<file path="src/hw/rtl/hrcd_pkg.sv">
// ----------------------------------------------------------------------------
// hrcd_pkg
// Shared types, constants and helpers of the chunked response deframer.
// ----------------------------------------------------------------------------
`default_nettype none
package hrcd_pkg;

  localparam int HEX_LINE_MAX_DEF     = 16;
  localparam int STATUS_LINE_KEEP_DEF = 63;
  localparam int HEADER_LINE_KEEP_DEF = 31;

  localparam logic [23:0] SIZE_LIMIT_RESET = 24'd614400;
  localparam int TE_LEN   = 18;
  localparam int CL_LEN   = 15;
  localparam int WORD_LEN = 7;
  localparam int QDEPTH   = 4;

  typedef enum logic [2:0] {
    PH_STATUS  = 3'd0,
    PH_HEADERS = 3'd1,
    PH_PLAIN   = 3'd2,
    PH_CSIZE   = 3'd3,
    PH_CDATA   = 3'd4,
    PH_CCR     = 3'd5,
    PH_CLF     = 3'd6,
    PH_DONE    = 3'd7
  } phase_t;

  typedef enum logic [2:0] {
    ERR_OK       = 3'd0,
    ERR_NO_HDR   = 3'd1,
    ERR_FRAMING  = 3'd2,
    ERR_TRUNC    = 3'd3,
    ERR_OVERSIZE = 3'd4
  } err_t;

  localparam logic [1:0] REG_SIZE_LIMIT = 2'd0;

  typedef struct packed {
    logic [7:0] in_byte;
    logic       in_last;
  } in_item_t;

  typedef struct packed {
    logic [7:0]  out_byte;
    logic        byte_valid;
    logic        end_of_response;
    logic [9:0]  status_code;
    logic [2:0]  error_code;
    logic [23:0] body_length;
  } out_item_t;

  // job handed from front to back: an optional body byte and an optional summary
  typedef struct packed {
    logic        has_byte;
    logic [7:0]  data;
    logic        has_sum;
    logic [9:0]  status;
    logic [2:0]  err;
    logic [23:0] len;
  } job_t;

  function automatic logic [7:0] lower(input logic [7:0] c);
    lower = (c >= 8'h41 && c <= 8'h5a) ? c + 8'd32 : c;
  endfunction

  function automatic logic is_space(input logic [7:0] c);
    is_space = (c == 8'h20) || (c >= 8'd9 && c <= 8'd13);
  endfunction

  function automatic logic is_digit(input logic [7:0] c);
    is_digit = (c >= 8'h30 && c <= 8'h39);
  endfunction

  function automatic logic [7:0] te_char(input logic [4:0] p);
    case (p)
      5'd0: te_char = "t";  5'd1: te_char = "r";  5'd2: te_char = "a";
      5'd3: te_char = "n";  5'd4: te_char = "s";  5'd5: te_char = "f";
      5'd6: te_char = "e";  5'd7: te_char = "r";  5'd8: te_char = "-";
      5'd9: te_char = "e";  5'd10: te_char = "n"; 5'd11: te_char = "c";
      5'd12: te_char = "o"; 5'd13: te_char = "d"; 5'd14: te_char = "i";
      5'd15: te_char = "n"; 5'd16: te_char = "g"; 5'd17: te_char = ":";
      default: te_char = 8'h00;
    endcase
  endfunction

  function automatic logic [7:0] cl_char(input logic [3:0] p);
    case (p)
      4'd0: cl_char = "c";  4'd1: cl_char = "o";  4'd2: cl_char = "n";
      4'd3: cl_char = "t";  4'd4: cl_char = "e";  4'd5: cl_char = "n";
      4'd6: cl_char = "t";  4'd7: cl_char = "-";  4'd8: cl_char = "l";
      4'd9: cl_char = "e";  4'd10: cl_char = "n"; 4'd11: cl_char = "g";
      4'd12: cl_char = "t"; 4'd13: cl_char = "h"; 4'd14: cl_char = ":";
      default: cl_char = 8'h00;
    endcase
  endfunction

  function automatic logic [7:0] word_char(input logic [2:0] p);
    case (p)
      3'd0: word_char = "c"; 3'd1: word_char = "h"; 3'd2: word_char = "u";
      3'd3: word_char = "n"; 3'd4: word_char = "k"; 3'd5: word_char = "e";
      3'd6: word_char = "d";
      default: word_char = 8'h00;
    endcase
  endfunction

endpackage
`default_nettype wire

</file>
<file path="src/hw/rtl/hrcd_front.sv">
// ----------------------------------------------------------------------------
// hrcd_front
// Per-byte parser: status line, headers, chunk framing; issues one job a byte.
// ----------------------------------------------------------------------------
`default_nettype none
module hrcd_front #(
  parameter int HEX_LINE_MAX     = hrcd_pkg::HEX_LINE_MAX_DEF,
  parameter int STATUS_LINE_KEEP = hrcd_pkg::STATUS_LINE_KEEP_DEF,
  parameter int HEADER_LINE_KEEP = hrcd_pkg::HEADER_LINE_KEEP_DEF
) (
  input  wire                  clk,
  input  wire                  rst,
  input  wire                  fire,
  input  hrcd_pkg::in_item_t   item,
  input  wire  [23:0]          size_limit,
  output hrcd_pkg::job_t       job
);

  localparam logic [7:0] SKEEP = 8'(STATUS_LINE_KEEP);
  localparam logic [7:0] HKEEP = 8'(HEADER_LINE_KEEP);
  localparam logic [5:0] HMAX  = 6'(HEX_LINE_MAX);

  hrcd_pkg::phase_t phase, phase_next;
  logic [1:0]  blank_line_match, blank_line_match_next;
  logic [7:0]  line_position, line_position_next;
  logic [9:0]  status_value, status_value_next;
  logic [1:0]  status_flags, status_flags_next;
  logic [1:0]  header_prefix_flags, header_prefix_flags_next;
  logic        chunked_seen, chunked_seen_next;
  logic [2:0]  chunked_word_match, chunked_word_match_next;
  logic [31:0] length_value, length_value_next;
  logic [1:0]  length_parse_flags, length_parse_flags_next;
  logic [31:0] chunk_remaining, chunk_remaining_next;
  logic [5:0]  size_line_length, size_line_length_next;
  logic        hex_stopped, hex_stopped_next;
  logic [23:0] raw_count, raw_count_next;
  logic [23:0] body_count, body_count_next;
  logic [2:0]  error_state, error_state_next;

  // per-byte parse
  always_comb begin
    logic [7:0]  c, lc;
    logic [1:0]  m;
    logic [3:0]  d;
    logic [4:0]  hd;
    logic [13:0] sv;
    logic [35:0] lv;
    logic [2:0]  err;
    logic [5:0]  sl;
    c = item.in_byte;
    lc = hrcd_pkg::lower(c);
    m = blank_line_match;
    d = 4'(c - 8'h30);
    hd = 5'd16;
    sv = 14'd0;
    lv = 36'd0;
    err = 3'd0;
    sl = 6'd0;
    phase_next = phase;
    blank_line_match_next = blank_line_match;
    line_position_next = line_position;
    status_value_next = status_value;
    status_flags_next = status_flags;
    header_prefix_flags_next = header_prefix_flags;
    chunked_seen_next = chunked_seen;
    chunked_word_match_next = chunked_word_match;
    length_value_next = length_value;
    length_parse_flags_next = length_parse_flags;
    chunk_remaining_next = chunk_remaining;
    size_line_length_next = size_line_length;
    hex_stopped_next = hex_stopped;
    raw_count_next = raw_count;
    body_count_next = body_count;
    error_state_next = error_state;
    job = '0;
    job.data = c;

    if (raw_count >= size_limit) begin
      error_state_next = hrcd_pkg::ERR_OVERSIZE;
      phase_next = hrcd_pkg::PH_DONE;
    end else begin
      raw_count_next = raw_count + 24'd1;
      case (phase)
        hrcd_pkg::PH_STATUS, hrcd_pkg::PH_HEADERS: begin
          if (c == 8'd13) blank_line_match_next = (m == 2'd2) ? 2'd3 : 2'd1;
          else if (c == 8'd10 && m == 2'd1) blank_line_match_next = 2'd2;
          else blank_line_match_next = 2'd0;
          if (c == 8'd10 && m == 2'd3 && phase == hrcd_pkg::PH_HEADERS) begin
            blank_line_match_next = 2'd0;
            phase_next = chunked_seen ? hrcd_pkg::PH_CSIZE : hrcd_pkg::PH_PLAIN;
          end else if (c == 8'd10 && m == 2'd1) begin
            if (phase == hrcd_pkg::PH_HEADERS && header_prefix_flags[0] &&
                chunked_word_match == 3'(hrcd_pkg::WORD_LEN) &&
                line_position > 8'(hrcd_pkg::TE_LEN))
              chunked_seen_next = 1'b1;
            phase_next = hrcd_pkg::PH_HEADERS;
            line_position_next = 8'd0;
            header_prefix_flags_next = 2'b11;
            chunked_word_match_next = 3'd0;
            if (length_parse_flags == 2'd3) length_parse_flags_next = 2'd2;
          end else if (phase == hrcd_pkg::PH_STATUS) begin
            if (line_position < SKEEP) begin
              case (status_flags)
                2'd0: begin
                  if (c == 8'h20) status_flags_next = 2'd1;
                  else if (c == 8'h00) status_flags_next = 2'd3;
                end
                2'd1: begin
                  if (hrcd_pkg::is_digit(c)) begin
                    status_value_next = 10'(d);
                    status_flags_next = 2'd2;
                  end else if (c == 8'h2b) status_flags_next = 2'd2;
                  else if (!hrcd_pkg::is_space(c)) status_flags_next = 2'd3;
                end
                2'd2: begin
                  if (hrcd_pkg::is_digit(c)) begin
                    sv = 14'(status_value) * 14'd10 + 14'(d);
                    status_value_next = (sv > 14'd999) ? 10'd999 : sv[9:0];
                  end else status_flags_next = 2'd3;
                end
                default: ;
              endcase
            end
            if (line_position != 8'd255) line_position_next = line_position + 8'd1;
          end else begin
            if (line_position < 8'(hrcd_pkg::TE_LEN) &&
                lc != hrcd_pkg::te_char(line_position[4:0]))
              header_prefix_flags_next[0] = 1'b0;
            if (line_position < 8'(hrcd_pkg::CL_LEN)) begin
              if (lc != hrcd_pkg::cl_char(line_position[3:0]))
                header_prefix_flags_next[1] = 1'b0;
              else if (line_position == 8'(hrcd_pkg::CL_LEN - 1) &&
                       header_prefix_flags_next[1]) begin
                length_value_next = 32'd0;
                length_parse_flags_next = 2'd0;
              end
            end else if (header_prefix_flags[1] && line_position < HKEEP) begin
              case (length_parse_flags)
                2'd0: begin
                  if (hrcd_pkg::is_digit(c)) begin
                    length_value_next = 32'(d);
                    length_parse_flags_next = 2'd1;
                  end else if (c == 8'h2b) length_parse_flags_next = 2'd1;
                  else if (c == 8'h2d) begin
                    length_value_next = 32'd0;
                    length_parse_flags_next = 2'd3;
                  end else if (!hrcd_pkg::is_space(c)) length_parse_flags_next = 2'd2;
                end
                2'd1: begin
                  if (hrcd_pkg::is_digit(c)) begin
                    lv = 36'(length_value) * 36'd10 + 36'(d);
                    length_value_next = (lv[35:32] != 4'd0) ? 32'hffffffff : lv[31:0];
                  end else length_parse_flags_next = 2'd2;
                end
                default: ;
              endcase
            end
            if (chunked_word_match < 3'(hrcd_pkg::WORD_LEN)) begin
              if (lc == hrcd_pkg::word_char(chunked_word_match))
                chunked_word_match_next = chunked_word_match + 3'd1;
              else chunked_word_match_next = (lc == 8'h63) ? 3'd1 : 3'd0;
            end
            if (line_position != 8'd255) line_position_next = line_position + 8'd1;
          end
        end
        hrcd_pkg::PH_PLAIN: begin
          if (length_value == 32'd0 || {8'd0, body_count} < length_value) begin
            job.has_byte = 1'b1;
            body_count_next = body_count + 24'd1;
          end
        end
        hrcd_pkg::PH_CSIZE: begin
          if (c == 8'd10 && blank_line_match == 2'd1) begin
            sl = size_line_length - 6'd1;
            blank_line_match_next = 2'd0;
            size_line_length_next = 6'd0;
            hex_stopped_next = 1'b0;
            if (sl == 6'd0 || sl > HMAX) begin
              error_state_next = hrcd_pkg::ERR_FRAMING;
              phase_next = hrcd_pkg::PH_DONE;
            end else if (chunk_remaining == 32'd0) phase_next = hrcd_pkg::PH_DONE;
            else phase_next = hrcd_pkg::PH_CDATA;
          end else begin
            size_line_length_next = size_line_length + 6'd1;
            if (size_line_length_next > HMAX + 6'd1) begin
              error_state_next = hrcd_pkg::ERR_FRAMING;
              phase_next = hrcd_pkg::PH_DONE;
            end else begin
              if (!hex_stopped) begin
                if (hrcd_pkg::is_digit(c)) hd = {1'b0, d};
                else if (lc >= 8'h61 && lc <= 8'h66) hd = 5'(lc - 8'h57);
                if (!hd[4])
                  chunk_remaining_next = (chunk_remaining > 32'h0fffffff) ?
                    32'hffffffff : {chunk_remaining[27:0], hd[3:0]};
                else hex_stopped_next = 1'b1;
              end
              blank_line_match_next = (c == 8'd13) ? 2'd1 : 2'd0;
            end
          end
        end
        hrcd_pkg::PH_CDATA: begin
          job.has_byte = 1'b1;
          body_count_next = body_count + 24'd1;
          chunk_remaining_next = chunk_remaining - 32'd1;
          if (chunk_remaining == 32'd1) phase_next = hrcd_pkg::PH_CCR;
        end
        hrcd_pkg::PH_CCR: begin
          if (c == 8'd13) phase_next = hrcd_pkg::PH_CLF;
          else begin
            error_state_next = hrcd_pkg::ERR_FRAMING;
            phase_next = hrcd_pkg::PH_DONE;
          end
        end
        hrcd_pkg::PH_CLF: begin
          if (c == 8'd10) phase_next = hrcd_pkg::PH_CSIZE;
          else begin
            error_state_next = hrcd_pkg::ERR_FRAMING;
            phase_next = hrcd_pkg::PH_DONE;
          end
        end
        default: ;
      endcase
    end

    // end of response summary
    case (phase_next)
      hrcd_pkg::PH_STATUS, hrcd_pkg::PH_HEADERS: err = hrcd_pkg::ERR_NO_HDR;
      hrcd_pkg::PH_CSIZE:
        err = (size_line_length_next != 6'd0) ? hrcd_pkg::ERR_FRAMING : hrcd_pkg::ERR_OK;
      hrcd_pkg::PH_CDATA: err = hrcd_pkg::ERR_TRUNC;
      hrcd_pkg::PH_CCR, hrcd_pkg::PH_CLF: err = hrcd_pkg::ERR_FRAMING;
      hrcd_pkg::PH_PLAIN: err = hrcd_pkg::ERR_OK;
      default: err = error_state_next;
    endcase
    job.has_sum = item.in_last;
    job.err = err;
    job.status = (err == hrcd_pkg::ERR_NO_HDR || err == hrcd_pkg::ERR_OVERSIZE) ?
                 10'd0 : status_value_next;
    job.len = body_count_next;
  end

  // parser state; a summary returns everything to reset
  always_ff @(posedge clk) begin
    if (rst || (fire && item.in_last)) begin
      phase <= hrcd_pkg::PH_STATUS;
      blank_line_match <= '0;
      line_position <= '0;
      status_value <= '0;
      status_flags <= '0;
      header_prefix_flags <= 2'b11;
      chunked_seen <= 1'b0;
      chunked_word_match <= '0;
      length_value <= '0;
      length_parse_flags <= '0;
      chunk_remaining <= '0;
      size_line_length <= '0;
      hex_stopped <= 1'b0;
      raw_count <= '0;
      body_count <= '0;
      error_state <= '0;
    end else if (fire) begin
      phase <= phase_next;
      blank_line_match <= blank_line_match_next;
      line_position <= line_position_next;
      status_value <= status_value_next;
      status_flags <= status_flags_next;
      header_prefix_flags <= header_prefix_flags_next;
      chunked_seen <= chunked_seen_next;
      chunked_word_match <= chunked_word_match_next;
      length_value <= length_value_next;
      length_parse_flags <= length_parse_flags_next;
      chunk_remaining <= chunk_remaining_next;
      size_line_length <= size_line_length_next;
      hex_stopped <= hex_stopped_next;
      raw_count <= raw_count_next;
      body_count <= body_count_next;
      error_state <= error_state_next;
    end
  end

  // chunk data phase never runs with nothing left
  a_cdata_nonzero: assert property (@(posedge clk) disable iff (rst)
    phase == hrcd_pkg::PH_CDATA |-> chunk_remaining != 32'd0)
    else $error("chunk data phase with zero remaining");
  // no body byte is emitted once the raw count reaches the limit
  a_raw_bound: assert property (@(posedge clk) disable iff (rst)
    fire && raw_count >= size_limit |-> job.has_byte == 1'b0)
    else $error("byte emitted past size limit");
  // phase and raw count clear after a summary
  a_clear: assert property (@(posedge clk) disable iff (rst)
    fire && item.in_last |=> phase == hrcd_pkg::PH_STATUS && raw_count == 24'd0)
    else $error("state not cleared after summary");

endmodule
`default_nettype wire

</file>
<file path="src/hw/rtl/hrcd_back.sv">
// ----------------------------------------------------------------------------
// hrcd_back
// Job queue and result sequencer: splits each job into one or two items.
// ----------------------------------------------------------------------------
`default_nettype none
module hrcd_back (
  input  wire                  clk,
  input  wire                  rst,
  input  wire                  push,
  input  hrcd_pkg::job_t       job,
  output logic                 full,
  output logic                 out_valid,
  input  wire                  out_stall,
  output hrcd_pkg::out_item_t  out_item
);

  localparam int AW = $clog2(hrcd_pkg::QDEPTH);

  hrcd_pkg::job_t q [hrcd_pkg::QDEPTH];
  logic [AW-1:0] wptr, rptr;
  logic [AW:0]   count;
  logic          byte_done;
  hrcd_pkg::job_t head;
  logic          pop, take;
  logic          empty;

  // skip jobs that carry nothing
  logic push_real;
  assign push_real = push && (job.has_byte || job.has_sum);
  assign empty = (count == '0);
  assign full  = (count == (AW+1)'(hrcd_pkg::QDEPTH));
  assign head  = q[rptr];

  always_comb begin
    out_item = '0;
    if (head.has_byte && !byte_done) begin
      out_item.out_byte = head.data;
      out_item.byte_valid = 1'b1;
    end else begin
      out_item.end_of_response = 1'b1;
      out_item.status_code = head.status;
      out_item.error_code = head.err;
      out_item.body_length = head.len;
    end
  end

  assign out_valid = !empty;
  assign take = out_valid && !out_stall;
  assign pop = take && (!(head.has_byte && !byte_done) || !head.has_sum);

  // queue storage
  always_ff @(posedge clk) begin
    if (push_real) q[wptr] <= job;
  end

  // queue pointers
  always_ff @(posedge clk) begin
    if (rst) begin
      wptr <= '0;
      rptr <= '0;
      count <= '0;
      byte_done <= 1'b0;
    end else begin
      if (push_real) wptr <= wptr + AW'(1);
      if (pop) rptr <= rptr + AW'(1);
      count <= count + (AW+1)'(push_real) - (AW+1)'(pop);
      if (pop) byte_done <= 1'b0;
      else if (take) byte_done <= 1'b1;
    end
  end

  a_no_over: assert property (@(posedge clk) disable iff (rst) full |-> !push_real)
    else $error("queue overflow");
  a_split: assert property (@(posedge clk) disable iff (rst)
    take && !pop |=> byte_done && !empty)
    else $error("split job lost");
  a_cnt: assert property (@(posedge clk) disable iff (rst)
    count <= (AW+1)'(hrcd_pkg::QDEPTH))
    else $error("count out of range");

endmodule
`default_nettype wire

</file>
<file path="src/hw/rtl/http_response_chunked_deframer.sv">
// ----------------------------------------------------------------------------
// http_response_chunked_deframer
// HTTP/1.1 chunked response parser; one byte per cycle while in_stall is low.
// ----------------------------------------------------------------------------
//  channel  | direction | payload     | handshake
//  in       | input     | in_item_t   | in_valid / in_stall
//  out      | output    | out_item_t  | out_valid / out_stall
//  cfg      | input     | size_limit  | APB psel/penable/pwrite
//
// One input byte is accepted per cycle while in_stall is low; the front
// parser registers its state update, and its job is written into the queue,
// whose head offers its items. A last byte with a body byte yields two output
// items, the byte first and then the summary. Reset clears the parser and
// queue. in_stall rises while the four-entry job queue is full.
// ----------------------------------------------------------------------------
`default_nettype none
module http_response_chunked_deframer #(
  parameter int HEX_LINE_MAX     = hrcd_pkg::HEX_LINE_MAX_DEF,
  parameter int STATUS_LINE_KEEP = hrcd_pkg::STATUS_LINE_KEEP_DEF,
  parameter int HEADER_LINE_KEEP = hrcd_pkg::HEADER_LINE_KEEP_DEF
) (
  input  wire                  clk,
  input  wire                  rst,
  input  wire                  in_valid,
  output logic                 in_stall,
  input  hrcd_pkg::in_item_t   in_item,
  output logic                 out_valid,
  input  wire                  out_stall,
  output hrcd_pkg::out_item_t  out_item,
  input  wire                  psel,
  input  wire                  penable,
  input  wire                  pwrite,
  input  wire  [1:0]           paddr,
  input  wire  [31:0]          pwdata,
  output logic [31:0]          prdata,
  output logic                 pready
);

  logic [23:0] size_limit;
  logic fire, full;
  hrcd_pkg::job_t job;

  assign pready = 1'b1;
  assign prdata = (paddr[1:0] == hrcd_pkg::REG_SIZE_LIMIT) ? {8'd0, size_limit} : 32'd0;

  // configuration register
  always_ff @(posedge clk) begin
    if (rst) size_limit <= hrcd_pkg::SIZE_LIMIT_RESET;
    else if (psel && penable && pwrite && paddr == hrcd_pkg::REG_SIZE_LIMIT)
      size_limit <= pwdata[23:0];
  end

  assign in_stall = full;
  assign fire = in_valid && !full;

  hrcd_front #(
    .HEX_LINE_MAX(HEX_LINE_MAX),
    .STATUS_LINE_KEEP(STATUS_LINE_KEEP),
    .HEADER_LINE_KEEP(HEADER_LINE_KEEP)
  ) u_front (
    .clk(clk), .rst(rst), .fire(fire), .item(in_item),
    .size_limit(size_limit), .job(job)
  );

  hrcd_back u_back (
    .clk(clk), .rst(rst), .push(fire), .job(job), .full(full),
    .out_valid(out_valid), .out_stall(out_stall), .out_item(out_item)
  );

endmodule
`default_nettype wire
</file>
<file path="config.mk">
export PLATFORM = sky130hd
export DESIGN_NAME = http_response_chunked_deframer
export DESIGN_NICKNAME = d
export VERILOG_FILES = /design/src/hw/rtl/hrcd_pkg.sv /design/src/hw/rtl/hrcd_front.sv /design/src/hw/rtl/hrcd_back.sv /design/src/hw/rtl/http_response_chunked_deframer.sv
export SDC_FILE = /design/constraint.sdc
export NUM_CORES = 1
export LEC_CHECK = 0
export ABC_AREA = 1
export BUFFER_PORTS_ARGS = -buffer_cell sky130_fd_sc_hd__buf_2
export CORE_UTILIZATION = 45
export DETAILED_ROUTE_END_ITERATION = 12
export GPL_TIMING_DRIVEN = 0
export PLACE_DENSITY_LB_ADDON = 0.08
export SLEW_MARGIN = 20
export SYNTH_ARGS = -nofsm -noshare
export SYNTH_HDL_FRONTEND = slang
export SYNTH_HIERARCHICAL = 1
export SYNTH_SLANG_ARGS = --single-unit
</file>
<file path="constraint.sdc">
create_clock -name clk -period 6.2 [get_ports clk]
set_clock_uncertainty 0.2 [all_clocks]
set_input_delay 0.93 -clock clk [delete_from_list [all_inputs] [get_ports clk]]
set_output_delay 0.93 -clock clk [all_outputs]
set_load 0.02 [all_outputs]
</file>
---- Word-level counts from Yosys, hierarchy flattened ----
Memories as Yosys holds them, arrays and structs flattened. A register that Yosys moved wholly into a read port is not among the register bits.
Index checks and enable logic that the tools add are counted.
cells by class
  $mul .................................... 2
  order comparisons ....................... 20
  multiplexer cells ....................... 138
  equal/unequal tests ..................... 61
  reduce and logical (&&, ||, !) cells .... 76
  bitwise logic cells ..................... 4
  add/subtract/negate cells ............... 16
operator list
  cell                                                             count
  2-to-1 mux 32 bit                                                14
  2-to-1 mux 8 bit                                                 20
  one-hot mux 32 bit (2 select lines)                              2
  2-to-1 mux 10 bit                                                10
  2-to-1 mux 24 bit                                                3
  logical NOT 32 bit                                               2
  2-to-1 mux 2 bit                                                 30
  2-to-1 mux 3 bit                                                 18
  one-hot mux 7 bit (7 select lines)                               1
  adder 24 x 1 -> 24 bit, second input constant                    2
  one-hot mux 24 bit (2 select lines)                              1
  2-to-1 mux 5 bit                                                 9
  2-to-1 mux 38 bit                                                1
  adder 36 x 4 -> 36 bit                                           1
  == test 3 bit, second input constant                             12
  multiplier 32 x 3 -> 35 bit, second input constant               1
  == test 32 x 1 -> 1 bit, second input constant                   1
  greater-than comparator 32 x 28 -> 1 bit, second input constant  1
  less-than comparator 24 x 32 -> 1 bit                            1
  subtractor 32 x 1 -> 32 bit, second input constant               1
  one-hot mux 3 bit (5 select lines)                               2
  == test 8 x 4 -> 1 bit, second input constant                    3
  == test 8 x 6 -> 1 bit, second input constant                    3
  greater-or-equal comparator 24 bit                               1
  72 further kinds                                                 177
storage, ports and cells
  input bits .............................. 50
  word-level logic and storage cells ...... 342
  memories kept ........................... 3
  output and inout port bits .............. 82
  RAM bits ................................ 188
  memory bits (read-only) ................. 336
  register bits ........................... 187
memory list
  memory           words  width  read ports  clocked after Yosys merged registers in  write ports  line             text
  (no name shown)  32     7      1           1                                        0            hrcd_pkg.sv:76   case (p)
  u_back.q         4      47     1           1                                        1            hrcd_back.sv:19  hrcd_pkg::job_t q [hrcd_pkg::QDEPTH];
  (no name shown)  16     7      1           1                                        0            hrcd_pkg.sv:88   case (p)

---- Logic depth before layout (Yosys ltp) ----
Gate-level depths: netlist of run 1.
  depth in word-level cells ............... 18
  mapped depth ............................ 23
  gate-level depth less buffers ........... 23

---- Hierarchy ----
The synthesis of run 1 kept the hierarchy.
by module, submodules not included
  module                          area each (µm²)  times used  sequential area each (µm²)  cells each
  hrcd_front                      16629.7          1           3383.2                      2613
  hrcd_back                       7880.1           1           5845.6                      633
  http_response_chunked_deframer  1330.0           1           480.5                       218

---- Worst setup path before layout of run 1 ----
Ideal clock, no wire load.
  path kind ............................... register -> register
  start ................................... register size_limit[19]
  end ..................................... memory u_back/q[0][0] (netlist name) (enable)
  library setup time ...................... 0.452 ns
  setup slack ............................. 1.423 ns
  stages on the path, launching flop included .. 14
  period minus slack after synthesis ...... 4.777 ns
  buffers on the path ..................... 1
  data arrival time ....................... 4.125 ns
  data required time ...................... 5.548 ns
  cell sequence ........................... dfxtp_1 -> inv_1 -> ha_1 -> a21oi_1 -> o21ai_0 -> a21oi_1 -> a21boi_1 -> nand3_2 -> a21oi_1 -> nand2_1 -> clkinv_1 -> buf_2 -> o21ai_1 -> nor2_1
RTL lines
  element                   line                                  text
  start: declaration        http_response_chunked_deframer.sv:39  logic [23:0] size_limit;
  start signal: assignment  http_response_chunked_deframer.sv:48  if (rst) size_limit <= hrcd_pkg::SIZE_LIMIT_RESET;
  start signal: assignment  http_response_chunked_deframer.sv:50  size_limit <= pwdata[23:0];
  end: declaration          hrcd_back.sv:19

==> key figures, run 1 <==
Run status
  – Status: complete, no violations

Floorplan
  – Chip width: 242 um
  – Area of the die: 0.0584 mm^2
  – Total core area: 0.0566 mm^2
  – Die H: 242 um
  – Initial Utilization: 45.6%
  – Row Count: 87
  – Ports: 132

Yosys
  – Synthesized cell area: 0.0258 mm^2
  – Top cell type's share of synthesized area: 21.8%
  – Cell variety after synth: 68
  – Syn avg cell area: 7.46 um^2
  – Ys async rst share: 0%
  – Register area share after synthesis: 37.6%
  – Mapped Cells: 3464
  – Number of synthesis warnings: 6
  – Synth area leader: edfxtp_1
  – EDFF count, synth: 188
  – Dominant cells by area after synthesis: edfxtp_1, dfxtp_1, nand2_1
  – Synth Flop Type: dfxtp_1
  – Synth Register Bits: 391

Critical path
  – Crit path max-delay cell type: nor2_1
  – Arr. time, crit path: 5640 ps
  – CP cell instances: inv_1, nor2_1, clkinv_1, a21oi_1, nand2_1, clkinv_1, buf_2, o21ai_1, ha_1, inv_1, ha_1, fa_1, and3_1, nor3_1
  – Critical-path maximum fanout: 14
  – Slowest cell delay on critical path: 790 ps
  – Crit start category: register
  – Largest delay share family, worst path: buffers and inverters
  – Worst path bufs/invs: 5
  – Setup CP Type: register to register
  – Required time worst endpoint: 6510 ps
  – Crit. End Element: register

Place
  – Hpwl dp: 57800 um
  – Area post-placement: 0.0276 mm^2
  – Gpl congestion: 0.913
  – Port Buffer Count: 114

Clock network
  – CTS H-tree lvls: 2
  – Clock Path Buffers: 3
  – Setup bufs post-CTS: 0
  – Clock sinks: 391
  – CTS tree: done
  – Resized cells post-CTS: 0
  – Clock Latency Late Sink: 600 ps
  – Num CTS Buffers: 45
  – Clk slew on worst S/H paths: 60 ps
  – Hold-fix buffers at CTS: 0
  – CTS Root Cell: clkbuf_16

Layout
  – # diodes: 0
  – Share of cells above drive strength 1: 13.2%
  – Area of the multi-input gates: 0.0136 mm^2
  – Nets@finish: 3864
  – Synth-to-layout area growth: 13.2%
  – Fillers: 5575
  – Post-route cell area: 0.0292 mm^2
  – Register area: 0.00971 mm^2

STA
  – Number of setup violations in the final report: 0
  – Final Hold Fails: 0
  – Unrepaired setup endpoints after global routing: no
  – Fmax: 0.188 GHz
  – Max-slew headroom: 24.9%
  – Slew Viols, Final: 0
  – Measured slew at the worst slew-check pin: 1120 ps
  – Crit share post-route: 85.9%
  – Period minus WS final: 5330 ps

Detailed routing
  – Via density per instance: 5.33
  – Initial DRT Pass Iterations: 5
  – Initial detailed-routing violation count: 1619
  – Routed WL per cell: 17.0 um
  – Via count: 23601
  – Drc violations: 0
  – Routed Wire Length: 75200 um
  – Antenna-violating nets left: 0

GRT
  – First-pass GRT wire length: 120000 um
  – Tot GR Track Use: 25.3%
  – Global route overflow: 0
  – Initial antenna violation count: 0
  – Number of global-route vias before repair: 22227
  – Largest net degree at the start of global routing: 22

Power
  – Tot Pwr: 8900 uW
  – PD cells: 304 mW/mm^2
  – Leakage: 0.0130 uW
  – Worst vdd ir: 0.314 mV

Min path
  – Worst Hold Class: register to register

Job
  – Max Cap Violations: 0
==> per-layer routing <==
metal / GRT usage [%] / wire (um) / up-vias
met5: 0 / 0 / -
li1: - / - / 11828
met4: 7.61 / 1950 / 0
met3: 3.17 / 3660 / 126
met2: 42.7 / 35100 / 646
met1: 33.6 / 34500 / 11001
==> cells in the mapped netlist (all sizes together), types with 6 or more instances <==
cell type,instances
a21oi,225
a31oi,20
buf,83
clkbuf,49
dfxtp,203
edfxtp,188
ha,169
inv,486
nand2,686
nand3,193
nand3b,10
nand4,93
nor2,475
nor3,63
nor4,12
o211ai,10
o21a,6
o21ai,290
o22ai,42
or2,9
xnor2,26
xor2,67
==> layout make-up <==
cell class                      count  area share [%]
Multi-Input combinational cell   2457            46.4
Sequential cell                   391            33.2
Inverter                          490            6.29
Clock buffer                       65            4.70
Tap cell                          756            3.23
Buffer                            133            2.64
Timing Repair Buffer              122            2.63
Clock inverter                     18           0.898
==> registers in the layout, summed over array words and instances, names as in the netlist, 6 cells and up, named ones only <==
name                      flops
u_back/q                    188
u_front/chunk_remaining      32
size_limit                   24
u_front/status_value         10
u_front/line_position         8
u_front/length_value         32
u_front/raw_count            24
u_front/body_count           24
u_front/size_line_length      6
==> worst min-delay path, stage by stage (launching register included) <==
cell	delay (ps)
dfxtp_1	310
o21ai_0	60
nand2_1	50
==> power by group <==
part           leakage [uW]  switching [uW]  internal [uW]
Clock              0.000792            1130           1760
Combinational       0.00879            1970            890
Sequential          0.00339             146           3000
Total                0.0130            3250           5650
==> layout by cell type (no fill, tap or decap), types with 42 or more instances in the layout <==
cell / count
nand2_1: 657
nor2_1: 437
inv_1: 423
o21ai_0: 254
dfxtp_1: 203
edfxtp_1: 188
nand3_1: 179
a21oi_1: 178
ha_1: 169
buf_2: 149
nand4_1: 90
xor2_1: 67
inv_2: 63
nor3_1: 62
clkbuf_1: 54
clkbuf_16: 47
a21oi_2: 46
o22ai_1: 42
==> cell families after synthesis <==
kind of cell | Yosys count | share of synthesized area, %
other | 2 | 0.0291
adders and majority gates | 174 | 8.57
buffers and inverters | 623 | 10.1
xor gates and xnor gates | 93 | 3.18
AOI/OAI and AO/OA | 632 | 13.9
DFF | 391 | 37.6
and+or+nand+nor | 1549 | 26.6
==> worst paths after layout <==
check	startpoint	end	slack (ps)	cells after the start
worst max-delay path	u_front/phase[2]$_SDFFE_PP0P_	u_back/count[2]$_SDFF_PP0_	870	14
worst min-delay path	u_front/header_prefix_flags[0]$_SDFFE_PP1P_	u_front/header_prefix_flags[0]$_SDFFE_PP1P_	260	2
worst max register to register	u_front/phase[2]$_SDFFE_PP0P_	u_back/count[2]$_SDFF_PP0_	870	14
worst min register to register	u_front/header_prefix_flags[0]$_SDFFE_PP1P_	u_front/header_prefix_flags[0]$_SDFFE_PP1P_	260	2
==> stage by stage <==
stage          cells  utilization (%)  setup WS, ps  setup TNS, ps  hold slack, ps
2_1_floorplan   3471                -          1420              0             237
3_3_place_gp    4341             48.4         -1800        -317660             251
3_5_place_dp    4349             48.8           918              0             254
4_1_cts         4432             51.7           893              0             262
5_1_grt         4432             51.7           527              0             287
6_report        4432             51.7           872              0             261
No activity file was read; power rests on OpenSTA's default activity.
==> run 2, diff against run 1 <==
--- a/config.mk
+++ b/config.mk
@@ -14,5 +14,4 @@
 export SLEW_MARGIN = 20
 export SYNTH_ARGS = -nofsm -noshare
 export SYNTH_HDL_FRONTEND = slang
-export SYNTH_HIERARCHICAL = 1
 export SYNTH_SLANG_ARGS = --single-unit
==> run 2 against run 1 <==
  * Combinational power barely moved
  * Synthesized cell count rose by 2.0%
  * Routed wire length increased by 2.9%
  * Sequential cell count did not move
  * Sequential power barely moved
  * First-iteration DRC count decreased by 14%
  * Critical path type unchanged
==> key figures, run 2 <==
Layout
  – Post-route cell area: 0.0291 mm^2 (-0.60%)
  – Synth-to-layout area growth: 13.4%
  – Biggest register: u_back.q
  – Nets@finish: 3935 (+1.8%)
  – Fillers: 5639 (+1.1%)
  – Max reg flops: 188 (unchanged)
  – Biggest regs: u_back.q x188, u_front.chunk_remaining x32, u_front.length_value x32
  – Commonest non-fill, non-tap cell in the layout: nand2_1
  – Commonest cells after routing, fill and taps aside: nand2_1, inv_1, nor2_1
  – Share of cells above drive strength 1: 8.62% (-4.6 points)

Detailed routing
  – Via count: 23951 (+1.5%)
  – Initial detailed-routing violation count: 1386 (-14%)
  – Initial DRT Pass Iterations: 5 (unchanged)
  – Routed WL per cell: 17.2 um (+1.2%)
  – Via density per instance: 5.32 (-0.16%)
  – Drc violations: 0 (unchanged)
  – Routed Wire Length: 77400 um (+2.9%)
  – Antenna-violating nets left: 0 (unchanged)

Clock network
  – CTS tree: done
  – Setup bufs post-CTS: 0 (unchanged)
  – Num CTS Buffers: 46 (+2.2%)
  – CTS H-tree lvls: 2 (unchanged)
  – Resized cells post-CTS: 0 (unchanged)
  – Hold-fix buffers at CTS: 0 (unchanged)
  – Clock Path Buffers: 3 (unchanged)
  – Clock sinks: 391 (unchanged)
  – Clock Latency Late Sink: 580 ps (-20 ps)
  – CTS Root Cell: clkbuf_16
  – Clk slew on worst S/H paths: 60 ps (about the same)

Floorplan
  – Area of the die: 0.0579 mm^2 (-0.75%)
  – Total core area: 0.0564 mm^2 (-0.38%)
  – Die H: 241 um (-0.37%)
  – Ports: 132 (unchanged)
  – Chip width: 241 um (-0.37%)
  – Initial Utilization: 45.5% (-0.17 points)
  – Row Count: 87 (unchanged)

STA
  – Fmax: 0.208 GHz (+11%)
  – Period minus WS final: 4800 ps (-527 ps)
  – Unrepaired setup endpoints after global routing: no
  – Max-slew headroom: 32.5% (+7.6 points)
  – Final Hold Fails: 0 (unchanged)
  – Slew Viols, Final: 0 (unchanged)
  – Fin worst setup slack: 1400 ps (+527 ps)
  – TNS Setup: 0 ps (unchanged)
  – Crit share post-route: 77.4% (-8.5 points)
  – Number of setup violations in the final report: 0 (unchanged)
  – Measured slew at the worst slew-check pin: 1010 ps (-107 ps)

Critical path
  – Crit start category: register
  – CP cell instances: inv_1, ha_1, a21oi_1, o21ai_0, a21oi_1, a21boi_1, nand3_1, clkbuf_1, a21oi_1, nand2_1, inv_1, nand2_1, nand2_1, inv_1, nor2_4, buf_16, buf_16
  – Required time worst endpoint: 6290 ps (-220 ps)
  – Worst path depth: 17 (+3)
  – Critical-path maximum fanout: 20 (+6)
  – Setup CP Type: register to register
  – Crit. End Element: register
  – Worst path bufs/invs: 6 (+1)
  – Reg2Reg Depth: 17 (+3)
  – Arr. time, crit path: 4890 ps (-750 ps)
  – Largest delay share family, worst path: buffers and inverters
  – Crit path max-delay cell type: nor2_4
  – Slowest cell delay on critical path: 630 ps (-160 ps)

Power
  – Tot Pwr: 8990 uW (+1.1%)
  – Leakage: 0.0130 uW (+0.50%)
  – PD cells: 309 mW/mm^2 (+1.7%)
  – Worst vdd ir: 0.188 mV (-40%)

Run status
  – Status: complete, no violations

Yosys
  – Ys async rst share: 0% (unchanged)
  – Dominant cells by area after synthesis: edfxtp_1, dfxtp_1, nand2_1
  – Proportion of synthesized area in mux cells: 0% (unchanged)
  – Main combinational cell family by area after synthesis: simple AND/OR/NAND/NOR gates
  – Synth Register Bits: 391 (unchanged)
  – Synth Area in XOR/XNOR: 2.77% (-0.41 points)
  – Synth area leader: edfxtp_1
  – Synth Flop Type: dfxtp_1
  – Compound-Gate Fraction of Synth Area: 14.5% (+0.62 points)
  – Syn avg cell area: 7.26 um^2 (-2.7%)
  – EDFF count, synth: 188 (unchanged)
  – Simple-gate share of the synthesized area: 26.2% (-0.44 points)
  – Post-synthesis adder-cell area fraction: 8.68% (+0.11 points)
  – Mapped Cells: 3533 (+2.0%)
  – Number of synthesis warnings: 0 (-6)
  – Most instantiated library cell after synthesis: nand2_1
  – Synthesized cell area: 0.0256 mm^2 (-0.75%)
  – Top cell type's share of synthesized area: 22.0% (+0.17 points)
  – Cell variety after synth: 70 (+2.9%)
  – Register area share after synthesis: 37.9% (+0.28 points)
  – Post-synth top cells: nand2_1, inv_1, nor2_1

GRT
  – Tot GR Track Use: 26.6% (+1.3 points)
  – Largest net degree at the start of global routing: 23 (+4.5%)
  – Initial antenna violation count: 1 (+1)
  – First-pass GRT wire length: 121000 um (+1.3%)
  – Global route overflow: 0 (unchanged)
  – Number of global-route vias before repair: 22350 (+0.55%)

Place
  – Hpwl dp: 60100 um (+3.9%)
  – Pre-CTS setup slack: 1360 ps (+443 ps)
  – Area post-placement: 0.0274 mm^2 (-0.70%)
  – Gpl congestion: 0.932 (+2.0%)
  – Port Buffer Count: 114 (unchanged)

Min path
  – Worst Hold Class: register to register
  – Hold Path Cell Cnt: 2 (unchanged)

Job
  – Max Cap Violations: 0 (unchanged)
## run 2: cell types whose count changed after synthesis, sizes merged, moves of 8 or more
cell and change:
a21oi +19, a31oi -11, and2 +9, buf -41, clkbuf +28, inv +30, nand2 +71, nand4 -38
nor2 -34, nor4 +12, o211ai +8, o21ai +31
## run 2: logic make-up after synthesis
logic type	count (synthesis)
AO/OA/AOI/OAI	684
XOR/XNOR	79
adder cells (fa/ha/maj)	175
buffers and inverters	640
flip-flops	391
other	2
AND/OR/NAND/NOR	1562
## run 2: power breakdown
part	internal [uW]	switching, uW
sequential	3010	156
combinational	876	2020
clock	1820	1110
## run 2: layout make-up
cell class | instances | area (um^2) | area share, %
antenna | 1 | 2.50 | 0.00861
sequential | 391 | 9710 | 33.4
clock inverter | 25 | 384 | 1.32
timing repair buffer | 122 | 768 | 2.64
buffer | 119 | 596 | 2.05
clock buffer | 61 | 1270 | 4.36
inverter | 521 | 1960 | 6.73
multi-input combinational | 2509 | 13400 | 46.2
tap | 756 | 946 | 3.25
## run 2: worst paths after layout
kind                                    start                               end  slack [ps]
max               size_limit[17]$_SDFFE_PP0P_         u_back.q[0][14]$_DFFE_PP_        1400
min          u_front.hex_stopped$_SDFFE_PP0P_  u_front.hex_stopped$_SDFFE_PP0P_         260
max reg2reg       size_limit[17]$_SDFFE_PP0P_         u_back.q[0][14]$_DFFE_PP_        1400
min reg2reg  u_front.hex_stopped$_SDFFE_PP0P_  u_front.hex_stopped$_SDFFE_PP0P_         260
## run 2: tightest hold or removal path, stage by stage (launching register included)
cell and delay (ps):
dfxtp_1 290, inv_1 60, a21oi_1 60
## run 2: metrics by stage
| step | cells | utilization (%) | hold slack (ps) |
|---|---|---|---|
| 3_5_place_dp | 4418 | 48.6 | 239 |
| 2_1_floorplan | 3540 | - | 225 |
| 6_report | 4505 | 51.6 | 260 |
| 4_1_cts | 4504 | 51.6 | 256 |
| 5_1_grt | 4504 | 51.6 | 288 |
| 3_3_place_gp | 4410 | 48.2 | 236 |
## run 2: per-layer routing
metal,global-route usage [%],up-vias,wire length [um]
met5,0,-,0
met4,6.45,0,1560
met2,44.0,618,35500
met3,3.04,95,3700
li1,-,12007,-
met1,36.8,11231,36700
==> run 3, diff against run 2 <==
--- a/config.mk
+++ b/config.mk
@@ -5,7 +5,7 @@
 export SDC_FILE = /design/constraint.sdc
 export NUM_CORES = 1
 export LEC_CHECK = 0
-export ABC_AREA = 1
+export ABC_AREA = 0
 export BUFFER_PORTS_ARGS = -buffer_cell sky130_fd_sc_hd__buf_2
 export CORE_UTILIZATION = 45
 export DETAILED_ROUTE_END_ITERATION = 12
==> constraint.sdc (replaced) <==
create_clock -name clk -period 3.8 [get_ports clk]
set_clock_uncertainty 0.2 [all_clocks]
set_input_delay 0.57 -clock clk [delete_from_list [all_inputs] [get_ports clk]]
set_output_delay 0.57 -clock clk [all_outputs]
set_load 0.02 [all_outputs]
==> run 3 against run 2 <==
  * Worst hold slack lost 240 ps
  * Sequential cell count did not move
  * Largest cell class unchanged
  * First-iteration DRC count increased by 15%
  * Combinational power grew 17%
  * Power rose by 41%
  * Fmax rose by 17%
  * The run now ends with negative setup slack left
  * Non-clock buffer count rose by 156
  * Utilization up 5.8 points
  * Area after synthesis fell by 5.1%
  * Sequential power up 50%
  * Cell count is 20% lower
  * Sequential share of layout area fell by 1.0 points
==> key figures, run 3 <==
GRT
  – Global route overflow: 0 (unchanged)
  – Tot GR Track Use: 26.7% (+0.14 points)
  – Number of global-route vias before repair: 20062 (-10%)
  – Largest net degree at the start of global routing: 24 (+4.3%)
  – Initial antenna violation count: 2 (+1)
  – First-pass GRT wire length: 115000 um (-5.5%)

Layout
  – Biggest register: u_back.q
  – Synth-to-layout area growth: 24.9%
  – Max reg flops: 188 (unchanged)
  – Post-route cell area: 0.0304 mm^2 (+4.6%)
  – Share of cells above drive strength 1: 27.0% (+18 points)
  – Commonest non-fill, non-tap cell in the layout: nand2_1
  – Biggest regs: u_back.q x188, u_front.chunk_remaining x32, u_front.length_value x32
  – Nets@finish: 3090 (-21%)
  – Commonest cells after routing, fill and taps aside: nand2_1, edfxtp_1, a21oi_1
  – Finished Layout Cells: 3593 (-20%)

Power
  – PD cells: 418 mW/mm^2 (+35%)
  – Leakage: 0.0113 uW (-13%)
  – Worst vdd ir: 0.350 mV (+86%)

STA
  – Crit share post-route: 108% (+30 points)
  – Number of setup violations in the final report: 33 (+33)
  – Period minus WS final: 4100 ps (-699 ps)
  – TNS Setup: -7420 ps (-7420 ps)
  – Fmax: 0.244 GHz (+17%)
  – Fin worst setup slack: -301 ps (-1700 ps)
  – Unrepaired setup endpoints after global routing: yes
  – Worst hold-check slack: 24.1 ps (-236 ps)
  – Slew Viols, Final: 0 (unchanged)
  – Measured slew at the worst slew-check pin: 1030 ps (+13.3 ps)
  – Max-slew headroom: 31.4% (-1.1 points)
  – Final Hold Fails: 0 (unchanged)

Yosys
  – Top cell type's share of synthesized area: 23.2% (+1.2 points)
  – Dominant cells by area after synthesis: edfxtp_1, dfxtp_1, ha_1
  – Mapped Cells: 2551 (-28%)
  – EDFF count, synth: 188 (unchanged)
  – Cell variety after synth: 103 (+47%)
  – Synth area leader: edfxtp_1
  – Post-synth top cells: nand2_1, dfxtp_1, a21oi_1
  – Synth Flop Type: dfxtp_1
  – Synthesized cell area: 0.0243 mm^2 (-5.1%)
  – Ys async rst share: 0% (unchanged)
  – Number of synthesis warnings: 0 (unchanged)
  – Register area share after synthesis: 39.9% (+2.0 points)
  – Synth Register Bits: 391 (unchanged)
  – Most instantiated library cell after synthesis: nand2_1
  – Syn avg cell area: 9.54 um^2 (+31%)

Detailed routing
  – Via density per instance: 5.92 (+11%)
  – Initial DRT Pass Iterations: 7 (+2)
  – Routed Wire Length: 75700 um (-2.2%)
  – Via count: 21260 (-11%)
  – Drc violations: 0 (unchanged)
  – Initial detailed-routing violation count: 1596 (+15%)
  – Antenna-violating nets left: 0 (unchanged)
  – Routed WL per cell: 21.1 um (+23%)

Floorplan
  – Die H: 235 um (-2.6%)
  – Row Count: 84 (-3.4%)
  – Chip width: 235 um (-2.6%)
  – Initial Utilization: 45.9% (+0.46 points)
  – Total core area: 0.0530 mm^2 (-6.1%)
  – Area of the die: 0.0550 mm^2 (-5.1%)
  – Ports: 132 (unchanged)

Critical path
  – Crit start category: register
  – Arr. time, crit path: 4320 ps (-570 ps)
  – Critical-path maximum fanout: 6 (-70%)
  – Crit. End Element: register
  – Required time worst endpoint: 4020 ps (-2270 ps)
  – Setup CP Type: register to register

Place
  – Hpwl dp: 52100 um (-13%)
  – Gpl congestion: 0.877 (-5.9%)
  – Port Buffer Count: 114 (unchanged)
  – Placed Instances: 3361 (-24%)
  – Area post-placement: 0.0260 mm^2 (-5.3%)

Clock network
  – CTS H-tree lvls: 2 (unchanged)
  – Num CTS Buffers: 46 (unchanged)
  – Clock Path Buffers: 3 (unchanged)
  – Clk slew on worst S/H paths: 60 ps (about the same)
  – Clock sinks: 391 (unchanged)
  – Clock Latency Late Sink: 590 ps (about the same)
  – CTS Root Cell: clkbuf_16
  – CTS tree: done

Run status
  – Failing checks: negative setup slack
  – Status: finished, violations left

Job
  – Max Cap Violations: 0 (unchanged)

Min path
  – Worst Hold Class: input port to register
-- run 3: timing repair --
item,in CTS,in global routing
gates cloned,13,4
pin swaps,85,96
hold buffers,3,0
hold endpoints to repair,3,0
setup endpoints to repair,541,444
buffers inserted,73,60
gates resized for setup,247,203
-- run 3: path summary, 6_finish.rpt --
| path | from | end | slack, ps | cells past startpoint |
|---|---|---|---|---|
| max | u_front.length_value[2]$_SDFFE_PP0P_ | u_front.length_value[31]$_SDFFE_PP0P_ | -300 | 14 |
| min | pwdata[1] | size_limit[1]$_SDFFE_PP0P_ | 20 | 3 |
| max reg2reg | u_front.length_value[2]$_SDFFE_PP0P_ | u_front.length_value[31]$_SDFFE_PP0P_ | -300 | 14 |
| min reg2reg | size_limit[18]$_SDFFE_PP0P_ | size_limit[18]$_SDFFE_PP0P_ | 250 | 2 |
-- run 3: per-layer routing --
| metal | GRT usage [%] | vias to the layer above | wire length, um |
|---|---|---|---|
| met3 | 3.43 | 125 | 4040 |
| met1 | 36.5 | 10403 | 33600 |
| met5 | 0 | - | 0 |
| met4 | 7.72 | 0 | 2060 |
| li1 | - | 10104 | - |
| met2 | 44.1 | 628 | 36000 |
-- run 3: cell type report --
type	instances	area (um^2)
inverter	126	487
buffer	144	850
timing repair buffer	253	1710
clock buffer	63	1270
clock inverter	23	295
multi-input combinational	1903	15100
antenna	2	5.00
sequential	391	9840
tap	688	861
fill	4628	22600
-- run 3: per-stage QoR --
stage	worst slack, ps	total power, uW	util (%)
6_report	-301	12700	57.4
3_5_place_dp	-1290	7930	49.0
5_1_grt	-406	13200	57.4
4_1_cts	-318	12700	54.8
2_1_floorplan	-0.188	6960	-
3_3_place_gp	-2160	7880	49.0
-- run 3: power breakdown --
group | switching [uW] | internal, uW
clock | 1880 | 2700
combinational | 2060 | 1320
sequential | 109 | 4630
total | 4050 | 8650
-- run 3: cell families (layout without fill, tap and decap cells) --
group / Yosys count / after routing / share of synthesized area [%]
other: 2 / 11 / 0.0309
AND/OR/NAND/NOR: 885 / 899 / 19.0
multiplexers: 62 / 62 / 4.99
flip-flops: 391 / 391 / 39.9
XOR/XNOR: 145 / 145 / 5.22
AO/OA/AOI/OAI: 613 / 613 / 16.9
adder cells (fa/ha/maj): 175 / 175 / 9.15
buffers and inverters: 278 / 609 / 4.83
-- run 3: worst max-delay path, stage by stage (launching register included) --
cell	delay (ps)
dfxtp_4	380
ha_4	250
ha_1	330
a211oi_2	270
o211ai_1	220
buf_4	200
a211oi_2	250
o211ai_1	200
a21oi_2	190
or4b_1	450
a2111o_1	440
a21oi_2	190
buf_6	160
clkbuf_16	150
a221oi_2	50
